<file path="src/hdl/gpa_pkg.sv">
// Shared types and constants for the GNSS point averager.
// Used by gpa_cfg, gpa_div, gnss_point_averager and gpa_checker; no dependencies.
package gpa_pkg;

  localparam int SUM_WIDTH  = 48;
  localparam int DIV_CNT_W  = $clog2(SUM_WIDTH + 1);
  localparam int LAT_W      = 31;
  localparam int LON_W      = 32;
  localparam int PCT_W      = 7;
  localparam int PCT_PROD_W = 16 + PCT_W;

  localparam logic [DIV_CNT_W-1:0] DIV_PCT_BITS = DIV_CNT_W'(PCT_PROD_W);
  localparam logic [DIV_CNT_W-1:0] DIV_SUM_BITS = DIV_CNT_W'(SUM_WIDTH);

  localparam logic [PCT_W-1:0] PCT_SCALE = 7'd100;
  localparam logic [PCT_W-1:0] PCT_FULL  = 7'd100;
  localparam logic [15:0]      CNT_MAX   = 16'hFFFF;

  localparam logic [15:0] HOLD_WINDOW_RST  = 16'd5000;
  localparam logic [15:0] MAX_ACCURACY_RST = 16'd300;
  localparam logic [15:0] MIN_FIXES_RST    = 16'd5;

  localparam logic [1:0] REG_HOLD_WINDOW  = 2'd0;
  localparam logic [1:0] REG_MAX_ACCURACY = 2'd1;
  localparam logic [1:0] REG_MIN_FIXES    = 2'd2;

  typedef enum logic [2:0] {
    CMD_BEGIN   = 3'd0,
    CMD_ADD_FIX = 3'd1,
    CMD_POLL    = 3'd2,
    CMD_COMMIT  = 3'd3,
    CMD_CANCEL  = 3'd4
  } cmd_t;

  typedef enum logic [1:0] {
    ST_IDLE    = 2'd0,
    ST_RUNNING = 2'd1,
    ST_DONE    = 2'd2,
    ST_FAILED  = 2'd3
  } status_t;

  typedef struct packed {
    logic [15:0] hold_window_ms;
    logic [15:0] max_accuracy_cm;
    logic [15:0] min_fixes;
  } cfg_t;

  typedef struct packed {
    logic                 start;
    logic [DIV_CNT_W-1:0] nbits;
    logic [SUM_WIDTH-1:0] dividend;
    logic [15:0]          divisor;
  } div_req_t;

  typedef struct packed {
    logic                 done;
    logic [SUM_WIDTH-1:0] quotient;
  } div_rsp_t;

endpackage

</file>
<file path="src/hdl/gpa_cfg.sv">
// APB-style configuration registers for the GNSS point averager.
// Depends on gpa_pkg for reset values, register indexes and cfg_t.
module gpa_cfg (
  input  logic             clk,
  input  logic             rst_n,
  input  logic             psel,
  input  logic             penable,
  input  logic             pwrite,
  input  logic [3:0]       paddr,
  input  logic [31:0]      pwdata,
  output logic [31:0]      prdata,
  output logic             pready,
  output gpa_pkg::cfg_t    cfg
);

  logic [15:0] hold_window_r;
  logic [15:0] max_accuracy_r;
  logic [15:0] min_fixes_r;
  logic        wr_en;

  assign pready = 1'b1;
  assign wr_en  = psel & penable & pwrite;

  always_ff @(posedge clk) begin
    if (!rst_n) begin
      hold_window_r  <= gpa_pkg::HOLD_WINDOW_RST;
      max_accuracy_r <= gpa_pkg::MAX_ACCURACY_RST;
      min_fixes_r    <= gpa_pkg::MIN_FIXES_RST;
    end else if (wr_en) begin
      unique case (paddr[3:2])
        gpa_pkg::REG_HOLD_WINDOW:  hold_window_r  <= pwdata[15:0];
        gpa_pkg::REG_MAX_ACCURACY: max_accuracy_r <= pwdata[15:0];
        gpa_pkg::REG_MIN_FIXES:    min_fixes_r    <= pwdata[15:0];
        default: ;  // drop writes past the last register
      endcase
    end
  end

  always_comb begin
    unique case (paddr[3:2])
      gpa_pkg::REG_HOLD_WINDOW:  prdata = {16'd0, hold_window_r};
      gpa_pkg::REG_MAX_ACCURACY: prdata = {16'd0, max_accuracy_r};
      gpa_pkg::REG_MIN_FIXES:    prdata = {16'd0, min_fixes_r};
      default:                   prdata = 32'd0;
    endcase
  end

  assign cfg.hold_window_ms  = hold_window_r;
  assign cfg.max_accuracy_cm = max_accuracy_r;
  assign cfg.min_fixes       = min_fixes_r;

endmodule

</file>
<file path="src/hdl/gpa_div.sv">
// Shared restoring divider, one quotient bit per cycle, 16-bit divisor.
// Depends on gpa_pkg for div_req_t, div_rsp_t and the sum width.
module gpa_div (
  input  logic                clk,
  input  logic                rst_n,
  input  gpa_pkg::div_req_t   req,
  output gpa_pkg::div_rsp_t   rsp
);

  logic                          busy_r;
  logic                          done_r;
  logic [gpa_pkg::DIV_CNT_W-1:0] cnt_r;
  logic [gpa_pkg::SUM_WIDTH-1:0] quo_r;
  logic [15:0]                   rem_r;
  logic [15:0]                   divisor_r;
  logic [16:0]                   rem_sh;
  logic [16:0]                   rem_diff;
  logic                          fits;

  // Dividend bits leave at the top of quo_r, quotient bits enter at the bottom.
  assign rem_sh   = {rem_r, quo_r[gpa_pkg::SUM_WIDTH-1]};
  assign fits     = rem_sh >= {1'b0, divisor_r};
  assign rem_diff = rem_sh - {1'b0, divisor_r};

  always_ff @(posedge clk) begin
    if (!rst_n) begin
      busy_r <= 1'b0;
      done_r <= 1'b0;
      cnt_r  <= '0;
    end else begin
      done_r <= 1'b0;
      if (req.start) begin
        busy_r <= 1'b1;
        cnt_r  <= req.nbits;
      end else if (busy_r) begin
        cnt_r <= cnt_r - 1'b1;
        if (cnt_r == {{(gpa_pkg::DIV_CNT_W-1){1'b0}}, 1'b1}) begin
          busy_r <= 1'b0;
          done_r <= 1'b1;
        end
      end
    end
  end

  always_ff @(posedge clk) begin
    if (req.start) begin
      quo_r     <= req.dividend;
      rem_r     <= 16'd0;
      divisor_r <= req.divisor;
    end else if (busy_r) begin
      quo_r <= {quo_r[gpa_pkg::SUM_WIDTH-2:0], fits};
      rem_r <= fits ? rem_diff[15:0] : rem_sh[15:0];
    end
  end

  assign rsp.done     = done_r;
  assign rsp.quotient = quo_r;

endmodule

</file>
<file path="src/hdl/gnss_point_averager.sv">
// Top level of the GNSS point averager: command sequencer, capture state and
// output register. Depends on gpa_pkg, gpa_cfg and gpa_div.
//
// One command item is taken at a time; in_ready is high only while the
// sequencer is idle, and a finished result waits in its own output register so
// the next item can be taken before the result is read. Begin, add fix, poll,
// cancel and failed commits pass through the exec, status and finish states to
// the result register when the window is closed or the capture is idle; while
// the window is open the percent needs one pass of the shared divider. A
// successful commit runs the divider twice, once for each of the two means. The
// single shared bit-serial divider takes 23 steps for the percent and 48 steps
// per mean. Configuration is not latched per item, so a write takes effect on
// the next item and also on an item in progress.
module gnss_point_averager (
  input  logic        clk,
  input  logic        rst_n,
  input  logic        in_valid,
  output logic        in_ready,
  input  logic [2:0]  in_command,
  input  logic [31:0] in_now_ms,
  input  logic [30:0] in_fix_lat,
  input  logic [31:0] in_fix_lon,
  input  logic [15:0] in_fix_accuracy_cm,
  output logic        out_valid,
  input  logic        out_ready,
  output logic [1:0]  out_status,
  output logic        out_fix_accepted,
  output logic [6:0]  out_percent_elapsed,
  output logic        out_committed,
  output logic [30:0] out_mean_lat,
  output logic [31:0] out_mean_lon,
  output logic        out_failed_flag,
  output logic [15:0] out_accepted_count,
  output logic [15:0] out_rejected_count,
  input  logic        psel,
  input  logic        penable,
  input  logic        pwrite,
  input  logic [3:0]  paddr,
  input  logic [31:0] pwdata,
  output logic [31:0] prdata,
  output logic        pready
);

  localparam int SW = gpa_pkg::SUM_WIDTH;

  typedef enum logic [9:0] {
    S_IDLE     = 10'b0000000001,
    S_EXEC     = 10'b0000000010,
    S_STAT     = 10'b0000000100,
    S_PCT_GO   = 10'b0000001000,
    S_PCT_WAIT = 10'b0000010000,
    S_LAT_GO   = 10'b0000100000,
    S_LAT_WAIT = 10'b0001000000,
    S_LON_GO   = 10'b0010000000,
    S_LON_WAIT = 10'b0100000000,
    S_FIN      = 10'b1000000000
  } state_t;

  state_t                state_r, state_nxt;
  gpa_pkg::cfg_t         cfg;
  gpa_pkg::div_req_t     div_req;
  gpa_pkg::div_rsp_t     div_rsp;

  // Latched item
  logic [2:0]            cmd_r;
  logic [31:0]           now_r;
  logic [30:0]           lat_r;
  logic [31:0]           lon_r;
  logic [15:0]           acc_r;

  // Capture state
  logic                  capture_active_r;
  logic [31:0]           start_time_r;
  logic [SW-1:0]         lat_sum_r;
  logic [SW-1:0]         lon_sum_r;
  logic [15:0]           good_r;
  logic [15:0]           bad_r;
  logic                  failed_r;

  // Per-item working values
  logic                  accepted_r;
  logic                  commit_r;
  gpa_pkg::status_t      status_r;
  logic [6:0]            percent_r;
  logic [gpa_pkg::PCT_PROD_W-1:0] prod_r;
  logic [30:0]           mlat_r;
  logic [31:0]           mlon_r;

  // Result register
  logic                  out_valid_r;
  logic [1:0]            o_status_r;
  logic                  o_accepted_r;
  logic [6:0]            o_percent_r;
  logic                  o_committed_r;
  logic [30:0]           o_mlat_r;
  logic [31:0]           o_mlon_r;
  logic                  o_failed_r;
  logic [15:0]           o_good_r;
  logic [15:0]           o_bad_r;

  logic [31:0]           elapsed;
  logic                  win_open;
  logic                  acc_bad;
  logic                  done_now;
  logic                  load_out;
  logic [SW-1:0]         lat_mag;
  logic [SW-1:0]         lon_mag;
  logic                  q_neg;
  logic [SW-1:0]         q_fix;
  logic [gpa_pkg::PCT_PROD_W-1:0] pct_prod;

  gpa_cfg u_cfg (
    .clk     (clk),
    .rst_n   (rst_n),
    .psel    (psel),
    .penable (penable),
    .pwrite  (pwrite),
    .paddr   (paddr),
    .pwdata  (pwdata),
    .prdata  (prdata),
    .pready  (pready),
    .cfg     (cfg)
  );

  gpa_div u_div (
    .clk   (clk),
    .rst_n (rst_n),
    .req   (div_req),
    .rsp   (div_rsp)
  );

  assign elapsed  = now_r - start_time_r;
  assign win_open = capture_active_r && (elapsed[31:16] == 16'd0) &&
                    (elapsed[15:0] < cfg.hold_window_ms);
  assign acc_bad  = (acc_r == 16'd0) || (acc_r > cfg.max_accuracy_cm);
  assign done_now = capture_active_r && !win_open && (good_r >= cfg.min_fixes);
  assign pct_prod = {{gpa_pkg::PCT_W{1'b0}}, elapsed[15:0]} *
                    {16'd0, gpa_pkg::PCT_SCALE};

  assign lat_mag = lat_sum_r[SW-1] ? (~lat_sum_r + 1'b1) : lat_sum_r;
  assign lon_mag = lon_sum_r[SW-1] ? (~lon_sum_r + 1'b1) : lon_sum_r;
  assign q_neg   = (state_r == S_LAT_WAIT) ? lat_sum_r[SW-1] : lon_sum_r[SW-1];
  assign q_fix   = q_neg ? (~div_rsp.quotient + 1'b1) : div_rsp.quotient;

  assign in_ready = (state_r == S_IDLE);
  assign load_out = (state_r == S_FIN) && (!out_valid_r || out_ready);

  always_comb begin
    div_req = '0;
    unique case (state_r)
      S_PCT_GO: begin
        div_req.start    = 1'b1;
        div_req.nbits    = gpa_pkg::DIV_PCT_BITS;
        div_req.dividend = {prod_r, {(SW-gpa_pkg::PCT_PROD_W){1'b0}}};
        div_req.divisor  = cfg.hold_window_ms;
      end
      S_LAT_GO: begin
        div_req.start    = 1'b1;
        div_req.nbits    = gpa_pkg::DIV_SUM_BITS;
        div_req.dividend = lat_mag;
        div_req.divisor  = good_r;
      end
      S_LON_GO: begin
        div_req.start    = 1'b1;
        div_req.nbits    = gpa_pkg::DIV_SUM_BITS;
        div_req.dividend = lon_mag;
        div_req.divisor  = good_r;
      end
      default: ;
    endcase
  end

  always_comb begin
    state_nxt = state_r;
    unique case (state_r)
      S_IDLE:     if (in_valid) state_nxt = S_EXEC;
      S_EXEC:     state_nxt = S_STAT;
      S_STAT: begin
        if (win_open)                          state_nxt = S_PCT_GO;
        else if (commit_r && good_r != 16'd0) state_nxt = S_LAT_GO;
        else                                   state_nxt = S_FIN;
      end
      S_PCT_GO:   state_nxt = S_PCT_WAIT;
      S_PCT_WAIT: if (div_rsp.done) state_nxt = S_FIN;
      S_LAT_GO:   state_nxt = S_LAT_WAIT;
      S_LAT_WAIT: if (div_rsp.done) state_nxt = S_LON_GO;
      S_LON_GO:   state_nxt = S_LON_WAIT;
      S_LON_WAIT: if (div_rsp.done) state_nxt = S_FIN;
      S_FIN:      if (load_out) state_nxt = S_IDLE;
      default:    state_nxt = S_IDLE;
    endcase
  end

  // Control and capture state
  always_ff @(posedge clk) begin
    if (!rst_n) begin
      state_r          <= S_IDLE;
      out_valid_r      <= 1'b0;
      capture_active_r <= 1'b0;
      start_time_r     <= 32'd0;
      lat_sum_r        <= '0;
      lon_sum_r        <= '0;
      good_r           <= 16'd0;
      bad_r            <= 16'd0;
      failed_r         <= 1'b0;
    end else begin
      state_r <= state_nxt;
      if (load_out)
        out_valid_r <= 1'b1;
      else if (out_ready)
        out_valid_r <= 1'b0;

      if (state_r == S_EXEC) begin
        case (cmd_r)
          gpa_pkg::CMD_BEGIN: begin
            capture_active_r <= 1'b1;
            start_time_r     <= now_r;
            lat_sum_r        <= '0;
            lon_sum_r        <= '0;
            good_r           <= 16'd0;
            bad_r            <= 16'd0;
            failed_r         <= 1'b0;
          end
          gpa_pkg::CMD_ADD_FIX: begin
            if (win_open) begin
              if (acc_bad) begin
                if (bad_r != gpa_pkg::CNT_MAX) bad_r <= bad_r + 1'b1;
              end else if (good_r != gpa_pkg::CNT_MAX) begin
                lat_sum_r <= lat_sum_r + {{(SW-gpa_pkg::LAT_W){lat_r[30]}}, lat_r};
                lon_sum_r <= lon_sum_r + {{(SW-gpa_pkg::LON_W){lon_r[31]}}, lon_r};
                good_r    <= good_r + 1'b1;
              end
            end
          end
          gpa_pkg::CMD_COMMIT: begin
            if (done_now) begin
              // keep sums and count for the divider; clear them once the means are out
              capture_active_r <= 1'b0;
              start_time_r     <= 32'd0;
              bad_r            <= 16'd0;
              failed_r         <= 1'b0;
            end else if (capture_active_r) begin
              capture_active_r <= 1'b0;
              start_time_r     <= 32'd0;
              lat_sum_r        <= '0;
              lon_sum_r        <= '0;
              good_r           <= 16'd0;
              bad_r            <= 16'd0;
              failed_r         <= 1'b1;
            end
          end
          gpa_pkg::CMD_CANCEL: begin
            capture_active_r <= 1'b0;
            start_time_r     <= 32'd0;
            lat_sum_r        <= '0;
            lon_sum_r        <= '0;
            good_r           <= 16'd0;
            bad_r            <= 16'd0;
            failed_r         <= 1'b0;
          end
          default: ;
        endcase
      end

      // Finish a successful commit: drop the sums once no mean still needs them
      if ((state_r == S_STAT && commit_r && good_r == 16'd0) ||
          (state_r == S_LON_WAIT && div_rsp.done)) begin
        lat_sum_r <= '0;
        lon_sum_r <= '0;
        good_r    <= 16'd0;
      end
    end
  end

  // Item and result datapath
  always_ff @(posedge clk) begin
    if (in_valid && in_ready) begin
      cmd_r <= in_command;
      now_r <= in_now_ms;
      lat_r <= in_fix_lat;
      lon_r <= in_fix_lon;
      acc_r <= in_fix_accuracy_cm;
    end

    if (state_r == S_EXEC) begin
      accepted_r <= (cmd_r == gpa_pkg::CMD_ADD_FIX) && win_open && !acc_bad;
      commit_r   <= (cmd_r == gpa_pkg::CMD_COMMIT) && done_now;
      mlat_r     <= 31'd0;
      mlon_r     <= 32'd0;
    end

    if (state_r == S_STAT) begin
      prod_r <= pct_prod;
      if (!capture_active_r) begin
        status_r  <= gpa_pkg::ST_IDLE;
        percent_r <= 7'd0;
      end else if (win_open) begin
        status_r  <= gpa_pkg::ST_RUNNING;
        percent_r <= 7'd0;
      end else begin
        status_r  <= (good_r >= cfg.min_fixes) ? gpa_pkg::ST_DONE : gpa_pkg::ST_FAILED;
        percent_r <= gpa_pkg::PCT_FULL;
      end
    end

    if (state_r == S_PCT_WAIT && div_rsp.done) percent_r <= div_rsp.quotient[6:0];
    if (state_r == S_LAT_WAIT && div_rsp.done) mlat_r    <= q_fix[30:0];
    if (state_r == S_LON_WAIT && div_rsp.done) mlon_r    <= q_fix[31:0];

    if (load_out) begin
      o_status_r    <= status_r;
      o_accepted_r  <= accepted_r;
      o_percent_r   <= percent_r;
      o_committed_r <= commit_r;
      o_mlat_r      <= mlat_r;
      o_mlon_r      <= mlon_r;
      o_failed_r    <= failed_r;
      o_good_r      <= good_r;
      o_bad_r       <= bad_r;
    end
  end

  assign out_valid           = out_valid_r;
  assign out_status          = o_status_r;
  assign out_fix_accepted    = o_accepted_r;
  assign out_percent_elapsed = o_percent_r;
  assign out_committed       = o_committed_r;
  assign out_mean_lat        = o_mlat_r;
  assign out_mean_lon        = o_mlon_r;
  assign out_failed_flag     = o_failed_r;
  assign out_accepted_count  = o_good_r;
  assign out_rejected_count  = o_bad_r;

endmodule

</file>
<file path="config.mk">
export PLATFORM = sky130hd
export DESIGN_NAME = gnss_point_averager
export DESIGN_NICKNAME = d
export VERILOG_FILES = /design/src/hdl/gpa_pkg.sv /design/src/hdl/gpa_cfg.sv /design/src/hdl/gpa_div.sv /design/src/hdl/gnss_point_averager.sv
export SDC_FILE = /design/constraint.sdc
export NUM_CORES = 2
export LEC_CHECK = 0
export BUFFER_PORTS_ARGS = -buffer_cell sky130_fd_sc_hd__buf_2
export CAP_MARGIN = 10
export CORE_ASPECT_RATIO = 0.8
export CORE_MARGIN = 1.5
export CORE_UTILIZATION = 50
export DETAILED_ROUTE_END_ITERATION = 8
export GPL_ROUTABILITY_DRIVEN = 0
export GPL_TIMING_DRIVEN = 1
export PLACE_DENSITY = 0.78
export SYNTH_ARGS = -nofsm -noshare
export SYNTH_HDL_FRONTEND = slang
export SYNTH_HIERARCHICAL = 1
export SYNTH_SLANG_ARGS = --single-unit
export TNS_END_PERCENT = 30
</file>
<file path="constraint.sdc">
create_clock -name clk -period 6.61 [get_ports clk]
set_clock_uncertainty 0.2 [all_clocks]
set_input_delay 0.661 -clock clk [delete_from_list [all_inputs] [get_ports clk]]
set_output_delay 0.661 -clock clk [all_outputs]
set_load 0.02 [all_outputs]
</file>
; ---- Word level (Yosys, flattened, before mapping)
; Cells that the tools add are included.
[word_totals]
word_cells = 206
out_inout_bits = 142
reg_bits = 625
[op_classes]
mul = 1
reduce_logical = 51
magnitude_cmp = 4
n_mux = 62
add_sub_neg = 10
bitwise = 8
eq_ne = 30
[op_table]
columns = op, count
row1 = two-way mux 48 bit, 12
row2 = case mux 48 bit (3 select lines), 2
row3 = case mux 71 bit (3 select lines), 1
row4 = two-way mux 16 bit, 10
row5 = two-way mux 32 bit, 5
row6 = case mux 16 bit (3 select lines), 3
row7 = "adder 48 x 1 -> 48 bit, second input constant", 2
row8 = adder 48 bit, 2
row9 = inverter 48 bit, 2
row10 = case mux 32 bit (3 select lines), 1
row11 = case mux 10 bit (9 select lines), 1
row12 = two-way mux 31 bit, 2
row13 = two-way mux 10 bit, 6
row14 = zero test 16 bit, 3
row15 = "adder 16 x 1 -> 16 bit, second input constant", 2
row16 = "adder 32 x 1 -> 32 bit, second input constant", 1
row17 = "inequality test 16 bit, second input constant", 2
row18 = inverter 32 bit, 1
row19 = subtractor 32 bit, 1
row20 = two-way mux 7 bit, 4
row21 = "multiplier 16 x 5 -> 21 bit, second input constant", 1
row22 = "inequality test 2 bit, second input constant", 9
row23 = >= comparator 17 x 16 -> 1 bit, 1
row24 = >= comparator 16 bit, 1
row25 = 42 further kinds, 91

; ---- Depth between registers and ports, before layout
[depth]
depth_word = 9
ltp_mapped = 25

; ---- Hierarchy
; Netlist, hierarchy kept.
[by_module_without_submodules]
columns = module, cells_each, area_each_um2, seq_area_each_um2, instances
row1 = gnss_point_averager, 3021, 29598.4, 12952.4, 1
row2 = gpa_div, 404, 4595.7, 2402.3, 1
row3 = gpa_cfg, 266, 2366.0, 960.9, 1

; ---- Worst setup path after synthesis
; OpenSTA, ideal clock, no wires.
[synth_path]
path_type = flip-flop to flip-flop
start = register state_r[1]
end = register o_good_r[0], in the netlist out_accepted_count[0], enable pin
stages_incl_launch_ff = 6
n_path_buf = 0
t_arrival_ns = 5.711
synth_period_minus_slack_ns = 6.496
path_slack_ns = 0.114
cell_sequence = dfxtp_1 nor2_1 nand2_1 nor3_1 nand4b_1 nor2b_1
[synth_via]
elab_chain_cells = 2
[synth_lines]
columns = item, line_no
row1 = "start, declared", gnss_point_averager.sv:59  ; state_t state_r, state_nxt;
row2 = "start signal, assigned", gnss_point_averager.sv:207  ; state_r <= state_nxt;
row3 = == test 10 bit, gnss_point_averager.sv:146  ; assign load_out = (state_r == S_FIN) && (!out_valid_r || out_ready);
row4 = logical AND 1 bit, gnss_point_averager.sv:146
row5 = named net load_out, gnss_point_averager.sv:105  ; logic load_out;
row6 = "end signal, assigned", gnss_point_averager.sv:318  ; o_good_r <= good_r;
row7 = "end, declared", gnss_point_averager.sv:98  ; logic [15:0] o_good_r;
; The timed path passes the listed nets, and every way through them passes these cells.
; A chain may end at the register's enable or synchronous reset.

; ---- Worst setup path after layout
[layout_path]
start = register now_r[0]
end = register lat_sum_r[47]
[layout_via]
elab_chain_cells = 9
elab_cells_between_ends = 11
classes_between = add/sub: 1 / order compare: 1 / eq/ne: 2 / reduce/logical: 7
[layout_lines]
columns = item, line_no
row1 = "start, declared", gnss_point_averager.sv:66  ; logic [31:0] now_r;
row2 = "start signal, assigned", gnss_point_averager.sv:279  ; now_r <= in_now_ms;
row3 = subtractor 32 bit (*), gnss_point_averager.sv:132  ; assign elapsed = now_r - start_time_r;
row4 = "parallel branches: the longest is 2 deep, another holds less-than comparator 16 bit", -
row5 = logical AND 1 bit (*), gnss_point_averager.sv:133  ; assign win_open = capture_active_r && (elapsed[31:16] == 16'd0) &&
row6 = zero test 1 bit, gnss_point_averager.sv:136  ; assign done_now = capture_active_r && !win_open && (good_r >= cfg.min_fixes);
row7 = logical AND 1 bit (2 in a row), gnss_point_averager.sv:136
row8 = inequality test 2 bit (no line), -
row9 = AND reduction 7 bit (no line) (*), -
row10 = "end signal, assigned", gnss_point_averager.sv:229  ; lat_sum_r <= lat_sum_r + {{(SW-gpa_pkg::LAT_W){lat_r[30]}}, lat_r};
row11 = "end, declared", gnss_point_averager.sv:74  ; logic [SW-1:0] lat_sum_r;
; Every way passes the cells marked *.

==> impl_results.md <==
* Wirelength per Cell at between 15 and 20 um
* Clock sink total at about 630
* Number of nets in the layout at ~4400
* Netlist cell types at 94
* Logic pwr share at a little under a fifth
* Total Die Area at 74760 um2
* Flops & latches, synth at about 630
* Async set or reset register ratio after synthesis at 0%
* Vias at ~29000
* Cell area after layout at about 42000 um2
* Via/cell ratio at between 5 and 6
* Chip Width at 305.3 um
* DRT Wirelength at 94.27 mm
* EDFF count, synth at 380
* Placed inst area at ~39000 um2
* Post-synthesis cell area at 36560 um2
* CTS tree: built
* P_sw at 2.746 mW
* Fmax at 0.1632 GHz
* Worst Tran Pin Value at 1231 ps
* Tightest Hold Check Type: in2reg
* Finished Core Util at 57.93%
* H-tree lvl count at 3
* Core ar. at a little over 70000 um2
* Crit-path cells: inv_1, ha_1, fa_1, nand2b_1, a21oi_2, nor4_1, o31ai_1, a21o_1, a21o_1, xor2_1, ha_1, nand4_1, nand2b_1, o211ai_1, or4b_2, nor3_1, and4_1, nand4_1, nor3b_2, buf_4, a21oi_1, or4_1, a21oi_1
* RSZ-0062 raised after global routing: false
* Period minus WS final at 6127 ps
* Sequential power share at a little over two fifths
* Status: complete, no violations
* Buffers added on ports at 263
* Bufs and invs on worst path at 2
* Final hold vios at 0
* Initial Utilization at 50.62%
* Detail Route Antenna Nets at 0
* Net Sw Frac at 27.45%
* Gate Count Post-Synth at 3691
* Max-cap violations at 0
* Critical path class: reg2reg
* Global-route wire length before repair at 148.5 mm
* Count of pins over their slew limit at 0
* Main flop type after synthesis: edfxtp_1
* Layout area overhead at 14.45%
* Fill cells at 6045
* Worst VDD drop at 0.0002072 V
* Static leakage at 16.45 nW
* I/O pins at 299
* Critical path startpoint category: register
* Gr ovfl total at 0
* DP Worst Slack at 478.5 ps
* Post-route setup TNS at 0 ps
* Worst EP arrival at approximately 6500 ps
* Clock tree buffer depth at 3
* Drt first-iter violations at about 3000
* Final setup margin at 482.7 ps
* Layout cells sized above 1 at roughly an eighth
* Worst-path clk slew at 60 ps
* Initial DRT Pass Iterations at 6
* Final setup fails at 0
* Slowest CP cell: or4b_2
* Register area share after synthesis at between 40% and 50%
* P per Cell Area at 239.1 nW/um2
* Antenna violations before repair at 2
* Tcrit/Tclk final at 92.70%
* DP HPWL at 65.69 mm
* Required time of the worst setup path at just under 7000 ps
* Postcts setup bufs at 0
* Synth Warn # at 6
* Worst Path Max Fanout at 12
* Tot GR Track Use at between 20% and 30%
* Largest net degree at the start of global routing at 94
* Top delay family on crit path: simple AND/OR/NAND/NOR gates
* Cts bufs inserted at 67
* CTS root buf: clkbuf_16
* Internal power at approximately 7.3 mW
* CP Capture Type: register
* DRC Markers at 0
* Antenna diode count at 0
* Vias in the first global route at roughly 27000
* Pwr Total at 10.00 mW
* Clock Power Share at 38.1%
* Die Span Y at 244.9 um
* Clk_lat worst skew at approximately 630 ps
* Average size of a mapped cell at around 10 um2
* Row Count at just under 90
* Max_slew headroom at 17.80%
* Slowest stage delay, CP at 670 ps
[routing by layer]
layer	routed length, um	global-route usage, %
met5	0	0
met4	3502	9.672
met3	5832	3.100
met2	43700	40.28
met1	41230	33.32
[cells in the mapped netlist, drive strengths merged, types with 10 or more instances]
cell | n | area share (%)
nand3 | 72 | 1.0
a21boi | 11 | 0.23
inv | 194 | 2.0
o21a | 34 | 0.70
o211ai | 38 | 0.78
o21bai | 23 | 0.47
o31ai | 62 | 1.3
nor2b | 67 | 1.1
a22oi | 34 | 0.70
xnor2 | 84 | 2.0
mux2 | 49 | 1.5
a311oi | 13 | 0.31
buf | 58 | 0.97
nor3 | 71 | 1.0
a221oi | 10 | 0.24
nand2b | 35 | 0.64
or3 | 83 | 1.5
o21ai | 190 | 2.6
nand4b | 11 | 0.26
nor2 | 242 | 2.5
nand2 | 332 | 3.4
o41ai | 28 | 0.71
and2 | 16 | 0.27
ha | 248 | 8.5
nand4 | 42 | 0.72
and3 | 36 | 0.62
a21o | 91 | 1.9
edfxtp | 380 | 31
clkbuf | 122 | 1.3
o221ai | 21 | 0.50
o22ai | 31 | 0.53
fa | 15 | 0.82
a22o | 17 | 0.41
nand3b | 13 | 0.30
nor4 | 21 | 0.42
xor2 | 168 | 4.0
a211oi | 34 | 0.70
dfxtp | 245 | 13
a31oi | 15 | 0.26
or4 | 25 | 0.56
a21oi | 246 | 3.4
mux2i | 69 | 1.9
[worst paths after layout]
kind	start	endpoint	slack, ps	cells past startpoint
worst min-delay path	in_fix_lon[28]	lon_r[28]	30	1
worst max register to register	now_r[0]	lat_sum_r[47]	480	23
worst min register to register	status_r[1]	out_status[1]	210	0
worst max-delay path	now_r[0]	lat_sum_r[47]	480	23
[worst register-to-register path: stages, from the launching register on]
cell	delay, ps
edfxtp_1	340
inv_1	50
ha_1	210
fa_1	400
nand2b_1	190
a21oi_2	300
nor4_1	100
o31ai_1	310
a21o_1	170
a21o_1	120
xor2_1	360
ha_1	310
nand4_1	90
nand2b_1	170
o211ai_1	100
or4b_2	670
nor3_1	170
and4_1	220
nand4_1	110
nor3b_2	190
buf_4	240
a21oi_1	290
or4_1	590
a21oi_1	170
[through the flow]
stage | cells | hold WS (ps)
floorplan | 3706 | 200.3
global placement | 4766 | 201.3
detailed placement | 4766 | 204.5
CTS | 4987 | 0.4672
global route | 4987 | 14.17
finish | 4987 | 30.41
[power by group through the flow]
stage	Combinational [mW]	Clock, mW	Sequential, mW
after floorplan	1.32	0	4.42
final	1.83	3.81	4.36
after global placement	1.68	0	4.44
after detailed placement	1.74	0	4.44
after CTS	1.81	3.88	4.36
after global routing	2.03	4.02	4.37
[placed cells by master (no fill, tap or decap), types with 26 or more instances in the layout]
master,synthesis,layout
nand3_1,71,71
nand2_1,332,331
or3_1,78,78
mux2_2,49,49
o211ai_1,38,38
o31ai_1,61,61
nor3_1,69,68
buf_2,24,262
nand4_1,42,42
edfxtp_1,380,380
buf_4,20,29
xor2_1,168,167
clkbuf_16,0,70
o22ai_1,31,31
ha_1,248,248
a211oi_1,34,34
nor2b_1,67,66
dfxtp_1,245,245
mux2i_1,69,69
a22oi_1,34,34
o41ai_1,26,26
inv_1,194,193
o21ai_0,182,181
a21oi_1,244,243
and3_1,36,36
o21a_1,34,34
nor2_1,242,242
a21o_1,91,91
xnor2_1,84,84
dlygate4sd3_1,0,99
nand2b_1,33,33
[area by class of cell]
| type | count | area (um2) | share of cell area [%] |
|---|---|---|---|
| timing repair buffer | 394 | 2600 | 6.214 |
| multi-input combinational | 2707 | 18810 | 44.97 |
| tap | 945 | 1182 | 2.826 |
| clock inverter | 28 | 299.0 | 0.7147 |
| clock buffer | 94 | 1902 | 4.545 |
| sequential | 625 | 16320 | 38.99 |
| inverter | 194 | 728.2 | 1.740 |
[kinds of logic (layout without fill, tap and decap cells)]
logic type	after synthesis	in the layout	share of synthesized area, %
and+or+nand+nor	1105	1105	15.27
muxes	118	118	3.398
other	3	18	0.03080
AOI/OAI and AO/OA	951	951	17.11
DFF	625	625	44.63
xor gates and xnor gates	252	252	6.037
adders and majority gates	263	263	9.309
buffers and inverters	374	710	4.216
[sequential cells by signal, indices dropped and copies added, names as in the netlist, 32 cells and up]
signal / flops
start_time_r: 32
out_mean_lon: 32
lon_sum_r: 48
mlon_r: 32
u_div/quo_r: 48
now_r: 32
lon_r: 32
lat_sum_r: 48
[repair_timing]
item | CTS | global route
hold buffers | 99 | 0
endpoints found under the setup margin | 0 | 43
endpoints found under the hold margin | 99 | 0
resized for setup | 0 | 2
Note: power is estimated with default switching activity, not from simulation.
